$ cat config.mk
export PLATFORM = sky130hd
export DESIGN_NAME = dust_sensor_frame_averager_flat
export DESIGN_NICKNAME = d
export VERILOG_FILES = /design/src/rtl/core/dsfa_pkg.sv /design/src/rtl/core/dsfa_if.sv /design/src/rtl/core/dust_sensor_frame_averager.sv /design/src/flat_wrapper.sv
export SDC_FILE = /design/constraint.sdc
export NUM_CORES = 1
export LEC_CHECK = 0
export BUFFER_PORTS_ARGS = -buffer_cell sky130_fd_sc_hd__buf_2
export CAP_MARGIN = 10
export CORE_MARGIN = 2
export CORE_UTILIZATION = 56
export CTS_CLUSTER_SIZE = 40
export DETAILED_ROUTE_END_ITERATION = 10
export GPL_TIMING_DRIVEN = 0
export PLACE_DENSITY = 0.79
export RECOVER_POWER = 100
export SYNTH_ARGS = -nofsm -noshare
export SYNTH_HDL_FRONTEND = slang
export SYNTH_SLANG_ARGS = --single-unit
$ cat constraint.sdc
create_clock -name i_clk -period 5.2 [get_ports i_clk]
set_clock_uncertainty 0.15 [all_clocks]
set_input_delay 1.04 -clock i_clk [delete_from_list [all_inputs] [get_ports i_clk]]
set_output_delay 1.04 -clock i_clk [all_outputs]
set_load 0.02 [all_outputs]
$ cat src/rtl/core/dsfa_pkg.sv
// Package for the dust sensor frame averager: item types, frame constants
// and datapath widths. No dependencies; the interfaces, top level and testbench use it.
package dsfa_pkg;

    localparam int FRAME_LEN  = 10;
    localparam int MAX_FRAMES = 255;
    localparam int TOTAL_W    = 24;
    localparam int STEP_W     = $clog2(TOTAL_W);
    localparam int COUNT_W    = 4;

    localparam logic [7:0] SYNC_BYTE = 8'hAA;
    localparam logic [7:0] CMD_BYTE  = 8'hC0;
    localparam logic [7:0] TAIL_BYTE = 8'hAB;

    localparam logic KIND_BYTE = 1'b0;
    localparam logic KIND_READ = 1'b1;

    localparam logic STATUS_OK      = 1'b0;
    localparam logic STATUS_NO_DATA = 1'b1;

    typedef struct packed {
        logic       kind;
        logic [7:0] rx_byte;
    } t_in_item;

    typedef struct packed {
        logic        status;
        logic [15:0] pm25_average;
        logic [15:0] pm10_average;
        logic [7:0]  frames_used;
    } t_out_item;

endpackage

$ cat src/rtl/core/dsfa_if.sv
// Valid/ready stream interfaces for the input and result channels.
// Depends on dsfa_pkg for the payload types.
interface dsfa_in_if;
    logic                valid;
    logic                ready;
    dsfa_pkg::t_in_item  data;
    modport source (output valid, output data, input ready);
    modport sink   (input valid, input data, output ready);
endinterface

interface dsfa_out_if;
    logic                valid;
    logic                ready;
    dsfa_pkg::t_out_item data;
    modport source (output valid, output data, input ready);
    modport sink   (input valid, input data, output ready);
endinterface

$ cat src/rtl/core/dust_sensor_frame_averager.sv
// Top level of the dust sensor frame averager. Uses dsfa_pkg and the stream
// interfaces in dsfa_if.sv.
//
// The block watches the byte stream of a particulate sensor UART. Every 0xAA
// byte closes the bytes collected since the previous 0xAA and opens a new
// frame with itself as byte 0; the bytes before the very first 0xAA are
// thrown away. A closed frame is counted when it is exactly ten bytes long,
// carries 0xC0 in byte 1 and 0xAB in byte 9, and byte 8 equals the 8-bit
// sum of bytes 2 to 7. Its little-endian PM2.5 (bytes 2 and 3) and PM10
// (bytes 4 and 5) readings, in tenths of a microgram per cubic metre, are
// added into 24-bit running totals that saturate, and the frame count is
// bumped until it reaches its limit, after which further frames are ignored.
// Bytes past the tenth of a frame are dropped and spoil that frame. A read
// request returns one result: status 0 with the truncated means and the frame
// count, or status 1 with zeros when no valid frame was seen, and it then
// clears all state, including a partly received frame. A read request
// produces no result until its result transfer; byte transfers produce none.
// Sequencing: a byte that does not complete a valid frame leaves the block
// idle. A byte that completes one starts S_ADD, where both totals are updated
// by a bit-serial adder, one bit per cycle over the 24 total bits. A read
// enters S_DIV for 24 steps of a bit-serial restoring divider (both means
// are divided side by side), and S_DONE then loads the result register;
// a read with no valid frame skips the divider. If the previous
// result has not been taken yet, the read waits for it before loading.
// Input is not taken while the adder or divider is running. The result sits
// in an output register, so byte transfers continue while a result waits.
module dust_sensor_frame_averager (
    input  logic           i_clk,
    input  logic           i_rst_n,
    dsfa_in_if.sink        i_in,
    dsfa_out_if.source     o_res
);
    import dsfa_pkg::*;

    // Sequencer states.
    localparam logic [1:0] S_IDLE = 2'd0;
    localparam logic [1:0] S_ADD  = 2'd1;
    localparam logic [1:0] S_DIV  = 2'd2;
    localparam logic [1:0] S_DONE = 2'd3;

    logic [1:0]         r_state;
    logic [STEP_W-1:0]  r_step;
    logic [7:0]         r_store [FRAME_LEN];
    logic [COUNT_W-1:0] r_byte_count;
    logic               r_header_seen;
    logic [7:0]         r_frames;
    logic [TOTAL_W-1:0] r_pm25_total;
    logic [TOTAL_W-1:0] r_pm10_total;
    logic [15:0]        r_pm25_addend;
    logic [15:0]        r_pm10_addend;
    logic               r_pm25_carry;
    logic               r_pm10_carry;
    logic [7:0]         r_pm25_rem;
    logic [7:0]         r_pm10_rem;
    logic               r_no_data;
    logic               r_out_valid;
    t_out_item          r_out;

    t_in_item           in_item;
    logic               in_fire;
    logic               byte_fire;
    logic               read_fire;
    logic               is_sync;
    logic [COUNT_W-1:0] base_count;
    logic [7:0]         check_sum;
    logic               frame_ok;
    logic               last_step;
    logic               out_free;

    // Serial adder and divider bit cells.
    logic               pm25_sum_bit;
    logic               pm10_sum_bit;
    logic               n_pm25_carry;
    logic               n_pm10_carry;
    logic [8:0]         pm25_rem_sh;
    logic [8:0]         pm10_rem_sh;
    logic               pm25_q_bit;
    logic               pm10_q_bit;
    logic [8:0]         n_pm25_rem;
    logic [8:0]         n_pm10_rem;

    assign in_item   = i_in.data;
    assign i_in.ready = (r_state == S_IDLE);
    assign in_fire   = i_in.valid && i_in.ready;
    assign byte_fire = in_fire && (in_item.kind == KIND_BYTE);
    assign read_fire = in_fire && (in_item.kind == KIND_READ);

    assign is_sync    = (in_item.rx_byte == SYNC_BYTE);
    assign base_count = is_sync ? '0 : r_byte_count;

    // Checks on the frame being closed, taken before byte 0 is overwritten.
    assign check_sum = r_store[2] + r_store[3] + r_store[4]
                     + r_store[5] + r_store[6] + r_store[7];
    assign frame_ok  = r_header_seen
                    && (r_byte_count == COUNT_W'(FRAME_LEN))
                    && (r_store[1] == CMD_BYTE)
                    && (r_store[9] == TAIL_BYTE)
                    && (check_sum == r_store[8])
                    && (int'(r_frames) < MAX_FRAMES);

    assign last_step = (r_step == STEP_W'(TOTAL_W - 1));
    assign out_free  = !r_out_valid || o_res.ready;

    // One full-adder cell per total, fed LSB first.
    assign pm25_sum_bit = r_pm25_total[0] ^ r_pm25_addend[0] ^ r_pm25_carry;
    assign pm10_sum_bit = r_pm10_total[0] ^ r_pm10_addend[0] ^ r_pm10_carry;
    assign n_pm25_carry = (r_pm25_total[0] & r_pm25_addend[0])
                        | (r_pm25_carry & (r_pm25_total[0] ^ r_pm25_addend[0]));
    assign n_pm10_carry = (r_pm10_total[0] & r_pm10_addend[0])
                        | (r_pm10_carry & (r_pm10_total[0] ^ r_pm10_addend[0]));

    // One restoring-division step per total, fed MSB first. The quotient
    // bits shift into the total register as the dividend bits leave it.
    assign pm25_rem_sh = {r_pm25_rem, r_pm25_total[TOTAL_W-1]};
    assign pm10_rem_sh = {r_pm10_rem, r_pm10_total[TOTAL_W-1]};
    assign pm25_q_bit  = (pm25_rem_sh >= {1'b0, r_frames});
    assign pm10_q_bit  = (pm10_rem_sh >= {1'b0, r_frames});
    assign n_pm25_rem  = pm25_q_bit ? (pm25_rem_sh - {1'b0, r_frames}) : pm25_rem_sh;
    assign n_pm10_rem  = pm10_q_bit ? (pm10_rem_sh - {1'b0, r_frames}) : pm10_rem_sh;

    // Frame buffer: written only, its contents need no reset.
    always_ff @(posedge i_clk) begin
        for (int i = 0; i < FRAME_LEN; i++) begin
            if (byte_fire && (base_count == COUNT_W'(i))) begin
                r_store[i] <= in_item.rx_byte;
            end
        end
    end

    // Working registers of the adder and divider.
    always_ff @(posedge i_clk) begin
        if (byte_fire && is_sync && frame_ok) begin
            r_pm25_addend <= {r_store[3], r_store[2]};
            r_pm10_addend <= {r_store[5], r_store[4]};
            r_pm25_carry  <= 1'b0;
            r_pm10_carry  <= 1'b0;
        end else if (r_state == S_ADD) begin
            r_pm25_addend <= {1'b0, r_pm25_addend[15:1]};
            r_pm10_addend <= {1'b0, r_pm10_addend[15:1]};
            r_pm25_carry  <= n_pm25_carry;
            r_pm10_carry  <= n_pm10_carry;
        end
        if (read_fire) begin
            r_pm25_rem <= '0;
            r_pm10_rem <= '0;
        end else if (r_state == S_DIV) begin
            r_pm25_rem <= n_pm25_rem[7:0];
            r_pm10_rem <= n_pm10_rem[7:0];
        end
    end

    // Control, frame tracking, totals and the result register.
    always_ff @(posedge i_clk) begin
        if (!i_rst_n) begin
            r_state       <= S_IDLE;
            r_step        <= '0;
            r_byte_count  <= '0;
            r_header_seen <= 1'b0;
            r_frames      <= '0;
            r_pm25_total  <= '0;
            r_pm10_total  <= '0;
            r_no_data     <= 1'b0;
            r_out_valid   <= 1'b0;
        end else begin
            // A new result may be loaded in the cycle the old one is taken.
            if ((r_state == S_DONE) && out_free) begin
                r_out_valid <= 1'b1;
            end else if (r_out_valid && o_res.ready) begin
                r_out_valid <= 1'b0;
            end
            case (r_state)
                S_IDLE: begin
                    r_step <= '0;
                    if (byte_fire) begin
                        if (is_sync) begin
                            r_header_seen <= 1'b1;
                        end
                        if (base_count < COUNT_W'(FRAME_LEN)) begin
                            r_byte_count <= base_count + 1'b1;
                        end else begin
                            r_byte_count <= COUNT_W'(FRAME_LEN + 1);
                        end
                        if (is_sync && frame_ok) begin
                            r_frames <= r_frames + 1'b1;
                            r_state  <= S_ADD;
                        end
                    end else if (read_fire) begin
                        r_no_data <= (r_frames == '0);
                        r_state   <= (r_frames == '0) ? S_DONE : S_DIV;
                    end
                end
                S_ADD: begin
                    r_step <= r_step + 1'b1;
                    if (last_step) begin
                        // A carry out of the top bit saturates the total.
                        r_pm25_total <= n_pm25_carry ? '1
                                      : {pm25_sum_bit, r_pm25_total[TOTAL_W-1:1]};
                        r_pm10_total <= n_pm10_carry ? '1
                                      : {pm10_sum_bit, r_pm10_total[TOTAL_W-1:1]};
                        r_state      <= S_IDLE;
                    end else begin
                        r_pm25_total <= {pm25_sum_bit, r_pm25_total[TOTAL_W-1:1]};
                        r_pm10_total <= {pm10_sum_bit, r_pm10_total[TOTAL_W-1:1]};
                    end
                end
                S_DIV: begin
                    r_step       <= r_step + 1'b1;
                    r_pm25_total <= {r_pm25_total[TOTAL_W-2:0], pm25_q_bit};
                    r_pm10_total <= {r_pm10_total[TOTAL_W-2:0], pm10_q_bit};
                    if (last_step) begin
                        r_state <= S_DONE;
                    end
                end
                S_DONE: begin
                    if (out_free) begin
                        r_byte_count  <= '0;
                        r_header_seen <= 1'b0;
                        r_frames      <= '0;
                        r_pm25_total  <= '0;
                        r_pm10_total  <= '0;
                        r_state       <= S_IDLE;
                    end
                end
                default: begin
                    r_state <= S_IDLE;
                end
            endcase
        end
    end

    // Result payload; loaded together with the valid flag.
    always_ff @(posedge i_clk) begin
        if ((r_state == S_DONE) && out_free) begin
            if (r_no_data) begin
                r_out.status       <= STATUS_NO_DATA;
                r_out.pm25_average <= '0;
                r_out.pm10_average <= '0;
                r_out.frames_used  <= '0;
            end else begin
                r_out.status       <= STATUS_OK;
                r_out.pm25_average <= r_pm25_total[15:0];
                r_out.pm10_average <= r_pm10_total[15:0];
                r_out.frames_used  <= r_frames;
            end
        end
    end

    assign o_res.valid = r_out_valid;
    assign o_res.data  = r_out;

endmodule

$ cat src/flat_wrapper.sv
// flat-port wrapper written by rule: the top's interface ports become plain ports
module dust_sensor_frame_averager_flat import dsfa_pkg::*;
  (i_clk, i_rst_n, i_in_valid, i_in_data, i_in_ready, o_res_valid, o_res_data, o_res_ready);
  dsfa_in_if i_in_i ();
  dsfa_out_if o_res_i ();
  input  logic i_clk;
  input  logic i_rst_n;
  input wire logic [$bits(i_in_i.valid)-1:0] i_in_valid;
  input wire logic [$bits(i_in_i.data)-1:0] i_in_data;
  output wire logic [$bits(i_in_i.ready)-1:0] i_in_ready;
  output wire logic [$bits(o_res_i.valid)-1:0] o_res_valid;
  output wire logic [$bits(o_res_i.data)-1:0] o_res_data;
  input wire logic [$bits(o_res_i.ready)-1:0] o_res_ready;
  assign i_in_i.valid = i_in_valid;
  assign i_in_i.data = i_in_data;
  assign i_in_ready = i_in_i.ready;
  assign o_res_valid = o_res_i.valid;
  assign o_res_data = o_res_i.data;
  assign o_res_i.ready = o_res_ready;
  dust_sensor_frame_averager u_core (.i_clk(i_clk), .i_rst_n(i_rst_n), .i_in(i_in_i), .o_res(o_res_i));
endmodule
* Yosys cells after proc, flatten, opt, wreduce, memory -nomap -nowiden *
Memories as Yosys holds them, arrays and structs flattened.
Index checks and enable logic that the tools add are counted.

operators by class
  order comparisons = 4
  multipliers = 0
  shifts and indexed selects = 0
  bitwise logic cells = 12
  eq/ne operators = 26
  div/mod/pow operators = 0
  multiplexer cells = 85
  add/sub/neg operators = 10
  reduce and logical (&&, ||, !) cells = 49

operators with widths
  kind                                            number
  one-hot mux 24 bit (3 select lines)             2
  2-to-1 mux 24 bit                               5
  2-to-1 mux 8 bit                                14
  OR reduction 8 bit                              9
  2-to-1 mux 16 bit                               4
  2-to-1 mux 4 bit                                13
  2-to-1 mux 41 bit                               1
  adder 8 bit                                     5
  2-to-1 mux 1 bit                                35
  == test 8 bit (second input constant)           3
  logical AND 1 bit                               23
  >= comparator 9 x 8 -> 1 bit                    2
  == test 4 x 3 -> 1 bit (second input constant)  4
  one-hot mux 8 bit (2 select lines)              1
  subtractor 8 bit                                2
  == test 4 bit (second input constant)           3
  2-to-1 mux 2 bit                                6
  one-hot mux 5 bit (2 select lines)              1
  adder 8 x 1 -> 8 bit (second input constant)    1
  == test 4 x 2 -> 1 bit (second input constant)  2
  == test 8 bit                                   1
  logical NOT 8 bit                               1
  < comparator 8 bit (second input constant)      1
  one-hot mux 2 bit (4 select lines)              1
  other kinds (27)                                46

storage, ports and cells
  RAM bits = 80
  bits in latches = 0
  input bits = 13
  output and inout port bits = 43
  ROM bits = 0
  word-level logic and storage cells = 206
  flip-flop bits (word level) = 161
  memories kept = 1

memories
  memory          depth  bits a word  read ports  clocked after memory_dff  wr ports  line                              text
  u_core.r_store  10     8            9           0                         1         dust_sensor_frame_averager.sv:43  logic [7:0] r_store [FRAME_LEN];

* Longest topological paths before layout *
Gate-level depths: netlist of the first run.

  depth after elaboration = 16
  gate-level depth with buffers = 16
  mapped depth without buffers = 16

* Least setup slack after synthesis of the first run *
No wires, ideal clock.

  path type = reg-to-reg
  start point = mem u_core.r_store[7][2]
  end point = reg u_core.r_pm10_addend[0] (enable)
  data arrival time = 4.347 ns
  required time = 4.675 ns
  buffers on the path = 1
  period minus slack after synthesis = 4.871 ns
  stages on the path, launching flop included = 15
  setup slack = 0.329 ns
  library setup time = 0.375 ns
  path through = edfxtp_1 -> fa_1 -> inv_1 -> fa_1 -> fa_1 -> inv_1 -> ha_1 -> fa_1 -> xnor2_1 -> xnor2_1 -> nor4_1 -> nand4b_1 -> nor3_4 -> buf_6 -> or2_2

RTL lines
  item                  line                               text
  start, declared       dust_sensor_frame_averager.sv:43
  end signal, assigned  dust_sensor_frame_averager.sv:134  r_pm10_addend <= {r_store[5], r_store[4]};
  end signal, assigned  dust_sensor_frame_averager.sv:139  r_pm10_addend <= {1'b0, r_pm10_addend[15:1]};
  end, declared         dust_sensor_frame_averager.sv:50   logic [15:0] r_pm10_addend;

==> results of run 1 <==
-- Yosys cell counts, drive strengths merged, types with 3 or more instances --
cell    number  share of area [%]
xnor2       19                1.5
or3          6               0.33
nor3         7               0.45
o31a         4               0.31
nor4bb       3               0.26
clkbuf      48                1.6
nand2       76                2.5
o41ai        5               0.38
nor2b       44                2.4
nor2        95                3.1
mux2i        8               0.70
inv         63                2.1
ha          35                3.8
buf          9               0.53
nand3        8               0.35
or2          6               0.33
o31ai        4               0.26
nand4       12               0.66
a21boi       5               0.33
o211ai       4               0.26
a21o         5               0.33
a21oi       14               0.61
nor4         4               0.22
dfxtp       88                 15
and2        12               0.66
nand3b       4               0.26
o21a         7               0.46
o211a       46                4.0
fa          31                5.4
xor2         6               0.46
o311ai      46                3.5
a31oi       12               0.66
mux2        34                3.4
edfxtp     145                 38
o21ai       49                2.2
-- final cells by class --
type,instances,area (um2)
inverters,63,236
repair buffers,58,229
clock buffers,28,626
multi-input cells,635,4820
well taps,270,338
plain buffers,57,238
flip-flops and latches,233,6120
clock inverters,16,165
fillers,1528,7340
-- per-layer routing --
metal  global-route usage (%)  share of wire (%)  vias up
met5                        0                  0        -
met4                     5.92                2.2        0
met3                     3.34                5.2       46
met2                     38.4                 50      225
met1                     29.5                 43     3841
li1                         -                  -     3766
-- cells by family (layout without fill, tap and decap cells) --
logic type | after synthesis | in the layout | synth area share [%]
XOR/XNOR | 26 | 26 | 2.20
buffers and inverters | 120 | 222 | 4.18
AO/OA/AOI/OAI | 211 | 211 | 14.1
AND/OR/NAND/NOR | 289 | 290 | 12.5
flip-flops | 233 | 233 | 53.7
multiplexers | 42 | 42 | 4.06
adder cells (fa/ha/maj) | 66 | 66 | 9.29
-- power breakdown --
group	leakage, nW	switching (W)	internal [W]
sequential	2.04	0.000278	0.00239
clock	0.392	0.000698	0.00101
combinational	2.43	0.000981	0.000732
-- timing repair --
| item | CTS | global route |
|---|---|---|
| setup buffers | 2 | 1 |
| pin swaps | 2 | 3 |
| endpoints found under the hold margin | 0 | 0 |
| resized for setup | 2 | 0 |
| endpoints found under the setup margin | 59 | 20 |
| cloned | 1 | 0 |
-- per-stage QoR --
| step | setup TNS, ns | util [%] | instance area, um2 | std cells | total power [W] |
|---|---|---|---|---|---|
| final | 0 | 63.5 | 12800 | 1360 | 0.00609 |
| after global routing | 0 | 63.5 | 12800 | 1360 | 0.00645 |
| after CTS | 0 | 63.9 | 12900 | 1359 | 0.00611 |
| after detailed placement | -16.23 | 59.9 | 12000 | 1312 | 0.00438 |
| after global placement | -9.11 | 59.7 | 12000 | 1311 | 0.00431 |
| after floorplan | 0 | - | 11400 | 987 | 0.00393 |
-- sequential cells by signal, summed over array words and instances (netlist names) --
signal,cells
u_core.o_res.data,41
u_core.r_pm25_rem,8
u_core.r_pm10_addend,16
u_core.r_byte_count,4
u_core.r_no_data,1
u_core.r_store,72
u_core.r_pm25_addend,16
u_core.r_pm25_carry,1
u_core.r_pm10_carry,1
u_core.r_step,5
u_core.r_header_seen,1
u_core.r_pm10_rem,8
u_core.o_res.valid,1
u_core.r_state,2
u_core.r_pm10_total,24
u_core.r_frames,8
u_core.r_pm25_total,24
-- worst max-delay path: stages (launching register included) --
cell and delay [ns]:
edfxtp_1 0.44, fa_1 0.56, inv_1 0.07, fa_1 0.47, fa_1 0.54, inv_1 0.04
ha_1 0.23, fa_1 0.43, xnor2_1 0.21, xnor2_1 0.12, nor4_1 0.35, nand4b_1 0.28
nor3_4 0.22, clkbuf_4 0.17, buf_6 0.16, mux2_1 0.40
-- how the worst max path moves through the flow --
| stage | start | endpoint | slack [ns] | cells after the start |
|---|---|---|---|---|
| after CTS | u_core.r_store[7][2]$_DFFE_PP_ | u_core.r_pm25_addend[12]$_DFFE_PP_ | 0.08 | 15 |
| final | u_core.r_store[3][2]$_DFFE_PP_ | u_core.r_pm10_addend[8]$_DFFE_PP_ | 0.08 | 15 |
| after global placement | u_core.r_store[7][2]$_DFFE_PP_ | u_core.r_pm25_addend[7]$_DFFE_PP_ | -0.29 | 14 |
| after detailed placement | u_core.r_store[7][2]$_DFFE_PP_ | u_core.r_pm25_addend[14]$_DFFE_PP_ | -0.51 | 14 |
| after floorplan | u_core.r_store[7][2]$_DFFE_PP_ | u_core.r_pm10_addend[0]$_DFFE_PP_ | 0.33 | 14 |
| after global routing | u_core.r_store[7][2]$_DFFE_PP_ | u_core.r_pm10_addend[8]$_DFFE_PP_ | 0.003 | 15 |
==> impl_metrics.csv, run 1 <==
group,metric,value,unit
job,maxCapViolations,1,
setup_path,arrival,5.22,ns
pwr,power.density,477,mW/mm2
synthesis,ys_types,56,
drt,drt_iter0_drc,595,
setup_path,end_kind,"flop",
synthesis,ys_seq_area_share,53.7,%
outcome,violations,"capacitance limit, slew limit",
grt,first_global_vias,7745,
timing,fin_ws,0.0797,ns
timing,hold_violations,0,
finish,final_nets,1151,
clocking,cts_hold_buf,0,
timing,timing.hold.ws,0.355,ns
grt,track_usage,22.2,%
finish,final_cell_mix,"145 x edfxtp_1, 106 x clkbuf_1, 95 x nor2_1, 88 x dfxtp_1, 76 x nand2_1",
drt,finalWirelength,23.7,mm
clocking,cts_buffers,24,
clocking,tritoncts,"yes",
grt,grt_max_degree,31,
hold_path,min_to,"u_core.r_pm25_rem[6]$_SDFFE_PP0P_",
drt,dr.pass1.iters,5,
floorplanning,initial_core_util,56.7,%
placement,portBuffers,54,
timing,post-route-period-util,98.5,%
drt,ant_nets,0,
timing,drv_slew,31,
timing,setup_viol,0,
timing,period_minus_slack,5.12,ns
drt,drc_errors,0,
clocking,h-tree-depth,1,
floorplanning,die_area,0.0215,mm2
timing,worst_pin_slew,1.57,ns
hold_path,hp-start,"u_core.r_pm25_rem[5]$_SDFFE_PP0P_",
floorplanning,dieWidth,147,um
floorplanning,die_y,147,um
setup_path,crit_fanout,11,
placement,place_ws,-0.506,ns
pwr,power_leakage,4.86,nW
setup_path,r2r_slack,0.08,ns
synthesis,syn_nets,1066,
clocking,clkTransAtPathRegs,0.06,ns
timing,slew_headroom,-4.63,%
grt,grt_pass1_wl,38.9,mm
hold_path,hold_class,"flop to flop",
clocking,insertion_delay,0.52,ns
hold_path,holdPathStages,2,
placement,dp_hpwl,16.4,mm
setup_path,worstReg2RegStart,"u_core.r_store[3][2]$_DFFE_PP_",
setup_path,r2r_cells,15,
clocking,cts-root-buf,"clkbuf_16",
timing,max_freq,0.195,GHz
floorplanning,core,0.0201,mm2
drt,wl_per_cell,17.4,um
synthesis,synth_edf_count,145,
drt,dr_total_vias,7878,
floorplanning,ios,56,
grt,overflow,0,
clocking,cts.sinks,233,
grt,antenna_found_initial,0,
timing,rsz0062_at_grt,"no",
finish,layout-drive-gt1-share,8.62,%
synthesis,syn-cell-area,0.0114,mm2
finish,layout_commonest_cell,"edfxtp_1",
synthesis,synth_ff_type,"edfxtp_1",
setup_path,crit_required,5.30,ns
clocking,ctsLongestPathBuffers,3,
outcome,status,"finished with violations",
synthesis,synth_seq_cells,233,
finish,area_growth,12.0,%
setup_path,crit_type,"flop to flop",
synthesis,synth.avg_cell_area,11.5,um2
synthesis,synth_async_sr_flop_share,0,%
setup_path,cp-start-kind,"flop",
setup_path,reg2reg_to,"u_core.r_pm10_addend[8]$_DFFE_PP_",
drt,detail_route.vias_per_cell,5.79,
synthesis,ys_warn_count,0,
pwr,vdd_ir_drop_max,0.000286,V
floorplanning,rows,52,
placement,place_congestion,0.853,
synthesis,synth_cells,987,
finish,diodes,0,
(Power assumes the default switching activity.)
==> inputs of run 2 (changes only) <==
--- a/config.mk
+++ b/config.mk
@@ -12,7 +12,7 @@
 export CTS_CLUSTER_SIZE = 40
 export DETAILED_ROUTE_END_ITERATION = 10
 export GPL_TIMING_DRIVEN = 0
-export PLACE_DENSITY = 0.79
+export PLACE_DENSITY = 0.74
 export RECOVER_POWER = 100
 export SYNTH_ARGS = -nofsm -noshare
 export SYNTH_HDL_FRONTEND = slang
==> impl_metrics.csv, run 2 (synthesis gave the netlist of run 1 again) <==
group,metric,value,unit
clocking,h-tree-depth,1,
finish,largest_reg_flops,72,
finish,final_nets,1153,
hold_path,hp-start,"u_core.r_pm10_rem[4]$_SDFFE_PP0P_",
drt,drc_errors,0,
floorplanning,dieWidth,147,um
setup_path,crit_fanout,12,
placement,place_ws,-0.394,ns
setup_path,slowest_delay,0.58,ns
finish,utilization,63.7,%
floorplanning,die_area,0.0215,mm2
timing,worst_pin_slew,1.57,ns
placement,portBuffers,54,
floorplanning,ios,56,
drt,drt_iter0_drc,466,
finish,layout_commonest_cell,"edfxtp_1",
clocking,clkTransAtPathRegs,0.06,ns
clocking,insertion_delay,0.53,ns
grt,grt_pass1_wl,38.0,mm
outcome,violations,"capacitance limit, slew limit",
floorplanning,die_y,147,um
finish,final_cell_mix,"145 x edfxtp_1, 105 x clkbuf_1, 95 x nor2_1, 88 x dfxtp_1, 76 x nand2_1",
clocking,tritoncts,"yes",
setup_path,critPathMostFrequentCell,"fa_1",
setup_path,slowest_stage,"fa_1",
floorplanning,core,0.0201,mm2
setup_path,cp_num_buf_inv,4,
timing,setup_viol,0,
grt,track_usage,21.7,%
drt,dr_total_vias,7870,
timing,drv_slew,31,
timing,hold_violations,0,
setup_path,crit_chain,"fa_1, inv_1, fa_1, fa_1, inv_1, ha_1, fa_1, xnor2_1, xnor2_1, nor4_1, nand4b_1, nor3_4, buf_4, buf_6, mux2_2",
drt,detail_route.vias_per_cell,5.78,
clocking,cts.sinks,233,
clocking,ctsLongestPathBuffers,3,
grt,grt_max_degree,31,
placement,place_congestion,0.862,
clocking,cts_hold_buf,0,
clocking,cts-root-buf,"clkbuf_16",
pwr,power_leakage,4.88,nW
finish,area_growth,12.3,%
setup_path,end_kind,"flop",
drt,ant_nets,0,
floorplanning,initial_core_util,56.7,%
setup_path,cp_top_family,"adder cells",
setup_path,crit_required,5.31,ns
pwr,vdd_ir_drop_max,0.000211,V
setup_path,crit_type,"flop to flop",
grt,first_global_vias,7651,
timing,period_minus_slack,5.01,ns
finish,diodes,0,
drt,finalWirelength,23.5,mm
finish,nFillCells,1565,
outcome,status,"finished with violations",
drt,dr.pass1.iters,5,
floorplanning,rows,52,
finish,regMostFlops,"u_core.r_store",
job,maxCapViolations,1,
timing,post-route-period-util,96.3,%
timing,fin_ws,0.193,ns
pwr,power,0.00612,W
finish,layout-drive-gt1-share,8.80,%
setup_path,cp-start-kind,"flop",
timing,slew_headroom,-5.00,%
setup_path,startpoint,"u_core.r_store[7][2]$_DFFE_PP_",
drt,wl_per_cell,17.3,um
grt,overflow,0,
pwr,power.density,478,mW/mm2
setup_path,arrival,5.12,ns
setup_path,worstReg2RegStart,"u_core.r_store[7][2]$_DFFE_PP_",
grt,antenna_found_initial,1,
timing,max_freq,0.200,GHz
hold_path,hold_class,"flop to flop",
clocking,cts_buffers,24,
placement,dp_hpwl,16.1,mm
-- run 2: timing repair --
action,4_1_cts,5_1_grt
gates resized for setup,2,0
endpoints found under the setup margin,33,61
gates cloned,1,1
pin swaps,1,2
endpoints found under the hold margin,0,0
buffers inserted,3,1
-- run 2: worst paths after layout --
kind,endpoint,slack (ns),cells past startpoint
worst max register to register,u_core.r_pm10_addend[8]$_DFFE_PP_,0.19,15
worst min-delay path,u_core.r_pm10_rem[5]$_SDFFE_PP0P_,0.35,2
worst min register to register,u_core.r_pm10_rem[5]$_SDFFE_PP0P_,0.35,2
worst max-delay path,u_core.r_pm10_addend[8]$_DFFE_PP_,0.19,15
-- run 2: metal layers --
metal  vias to the layer above  routed length (um)  GRT usage, %
li1                       3766                   -             -
met1                      3874               10300          28.7
met2                       196               11500          37.4
met3                        34                1260          3.47
met4                         0                 476          6.07
met5                         -                   0             0
-- run 2: final cells by class --
cell class	count	area [um2]	area share [%]
plain buffers	57	238	1.86
clock buffers	28	626	4.89
clock inverters	15	189	1.48
inverters	63	236	1.85
multi-input cells	636	4820	37.6
flip-flops and latches	233	6120	47.8
well taps	270	338	2.64
repair buffers	59	240	1.88
-- run 2: report_power, final --
part           leakage, nW  total, W  switching [W]  internal, W
logic                 2.44   0.00171       0.000976     0.000735
clock network        0.398   0.00176       0.000695      0.00106
registers             2.04   0.00265       0.000267      0.00239
-- run 2: tightest hold or removal path, cell delays in order, from the launching register on --
cell and delay (ns):
dfxtp_1 0.32, nand2_1 0.06, a31oi_1 0.07
-- run 2: stage by stage --
step,area [um2],cells,hold WS [ns],TNS [ns]
after floorplan,11400,987,0.313,0
after global placement,12000,1311,0.339,-10.19
after detailed placement,12000,1312,0.340,-12.54
after CTS,12900,1359,0.350,0
after global routing,12800,1361,0.376,-0.586
final,12800,1361,0.351,0
==> inputs of run 3 (changes only) <==
--- a/config.mk
+++ b/config.mk
@@ -8,11 +8,12 @@
 export BUFFER_PORTS_ARGS = -buffer_cell sky130_fd_sc_hd__buf_2
 export CAP_MARGIN = 10
 export CORE_MARGIN = 2
-export CORE_UTILIZATION = 56
+export CORE_UTILIZATION = 60
 export CTS_CLUSTER_SIZE = 40
 export DETAILED_ROUTE_END_ITERATION = 10
+export GPL_ROUTABILITY_DRIVEN = 0
 export GPL_TIMING_DRIVEN = 0
-export PLACE_DENSITY = 0.74
+export PLACE_DENSITY = 0.75
 export RECOVER_POWER = 100
 export SYNTH_ARGS = -nofsm -noshare
 export SYNTH_HDL_FRONTEND = slang
==> constraint.sdc (replaced) <==
create_clock -name i_clk -period 6 [get_ports i_clk]
set_clock_uncertainty 0.15 [all_clocks]
set_input_delay 1.2 -clock i_clk [delete_from_list [all_inputs] [get_ports i_clk]]
set_output_delay 1.2 -clock i_clk [all_outputs]
set_load 0.02 [all_outputs]
==> impl_metrics.csv, run 3 (synthesis gave the netlist of run 1 again) <==
group,metric,value,unit
floorplanning,ios,56,
grt,overflow,0,
finish,layout-drive-gt1-share,8.01,%
floorplanning,die_y,142,um
clocking,clkTransAtPathRegs,0.06,ns
finish,area_growth,10.9,%
setup_path,crit_type,"flop to flop",
grt,first_global_vias,7467,
finish,largest_reg_flops,72,
drt,dr_total_vias,7788,
timing,rsz0062_at_grt,"no",
drt,dr.pass1.iters,5,
setup_path,crit_fanout,32,
clocking,insertion_delay,0.52,ns
floorplanning,rows,50,
setup_path,critPathMostFrequentCell,"fa_1",
timing,worst_pin_slew,1.80,ns
clocking,cts_hold_buf,0,
grt,antenna_found_initial,1,
drt,detail_route.vias_per_cell,5.90,
setup_path,end_kind,"flop",
setup_path,cp_num_buf_inv,3,
timing,tns,0,ns
pwr,power_leakage,4.83,nW
outcome,status,"finished with violations",
finish,final_nets,1147,
setup_path,slowest_stage,"or2_2",
grt,track_usage,23.2,%
timing,setup_viol,0,
pwr,vdd_ir_drop_max,0.000259,V
clocking,cts-root-buf,"clkbuf_16",
timing,slew_headroom,-19.8,%
clocking,cts.repair.resized,0,
drt,ant_nets,0,
outcome,violations,"capacitance limit, slew limit",
placement,dp_hpwl,16.1,mm
timing,hold_violations,0,
pwr,power,0.00521,W
hold_path,hold_class,"flop to flop",
floorplanning,dieWidth,142,um
finish,regMostFlops,"u_core.r_store",
job,maxCapViolations,1,
drt,wl_per_cell,17.5,um
drt,drc_errors,0,
setup_path,crit_chain,"fa_1, inv_1, fa_1, fa_1, inv_1, ha_1, fa_1, xnor2_1, xnor2_1, nor4_1, nand4b_1, nor3_4, buf_6, or2_2",
clocking,cts_buffers,24,
finish,layout_commonest_cell,"edfxtp_1",
timing,max_freq,0.183,GHz
setup_path,arrival,5.47,ns
floorplanning,die_area,0.0201,mm2
pwr,power.density,412,mW/mm2
drt,finalWirelength,23.1,mm
grt,grt_max_degree,36,
setup_path,cp_top_family,"adder cells",
finish,diodes,0,
drt,drt_iter0_drc,495,
floorplanning,initial_core_util,61.1,%
setup_path,crit_required,6.00,ns
placement,portBuffers,54,
grt,grt_pass1_wl,37.4,mm
finish,final_cell_mix,"145 x edfxtp_1, 108 x clkbuf_1, 95 x nor2_1, 88 x dfxtp_1, 76 x nand2_1",
floorplanning,core,0.0186,mm2
timing,post-route-period-util,91.3,%
clocking,cts.sinks,233,
timing,drv_slew,36,
timing,period_minus_slack,5.48,ns
setup_path,cp-start-kind,"flop",
clocking,tritoncts,"yes",
clocking,h-tree-depth,1,
setup_path,slowest_delay,0.65,ns
clocking,ctsLongestPathBuffers,3,
clocking,cts_setup_buffers,0,
-- run 3: changes by cell type in the layout (fill, tap and decap cells not counted), sizes merged --
cell and delta:
clkinvlp -1, buf -6, bufinv -3, or2 -2, clkbuf +7
-- run 3: final cells by class --
cell class,count,area (um2)
inverter,63,236
clock buffer,33,696
fill,1452,6000
tap,234,293
multi-input combinational,634,4790
buffer,57,223
timing repair buffer,55,210
clock inverter,11,76.3
sequential,233,6120
-- run 3: per-layer routing --
layer	global-route usage, %	vias to the layer above	wire length [um]
li1	-	3761	-
met1	31.8	3791	10300
met2	39.4	193	11300
met3	2.77	43	926
met4	6.74	0	518
met5	0	-	0
-- run 3: power by group --
part | internal, W | switching (W)
combinational | 0.000631 | 0.000829
sequential | 0.00207 | 0.000235
clock | 0.000850 | 0.000598
-- run 3: worst register-to-register path, delay by kind of cell (launching register included) --
family / cells / cell delay (ns)
xor+xnor: 2 / 0.30
simple gates: 4 / 1.67
buf+inv: 3 / 0.32
fa+ha+maj: 5 / 2.24
flops: 1 / 0.41
-- run 3: per-stage QoR --
stage	instance area, um2	cells	utilization (%)	hold WS [ns]	worst slack (ns)
2_1_floorplan	11400	987	-	0.313	1.13
3_3_place_gp	12000	1275	64.2	0.339	0.510
3_5_place_dp	12000	1276	64.3	0.345	0.433
4_1_cts	12800	1320	68.4	0.353	0.441
5_1_grt	12600	1320	67.8	0.369	0.115
6_report	12600	1320	67.8	0.351	0.523
-- run 3: worst paths after layout --
kind | startpoint | end | slack [ns] | cells past startpoint
setup / recovery | u_core.r_store[7][2]$_DFFE_PP_ | u_core.r_pm10_addend[15]$_SDFFCE_PN0P_ | 0.52 | 14
hold / removal | u_core.r_pm10_rem[4]$_SDFFE_PP0P_ | u_core.r_pm10_rem[5]$_SDFFE_PP0P_ | 0.35 | 2
setup reg to reg | u_core.r_store[7][2]$_DFFE_PP_ | u_core.r_pm10_addend[15]$_SDFFCE_PN0P_ | 0.52 | 14
hold reg to reg | u_core.r_pm10_rem[4]$_SDFFE_PP0P_ | u_core.r_pm10_rem[5]$_SDFFE_PP0P_ | 0.35 | 2
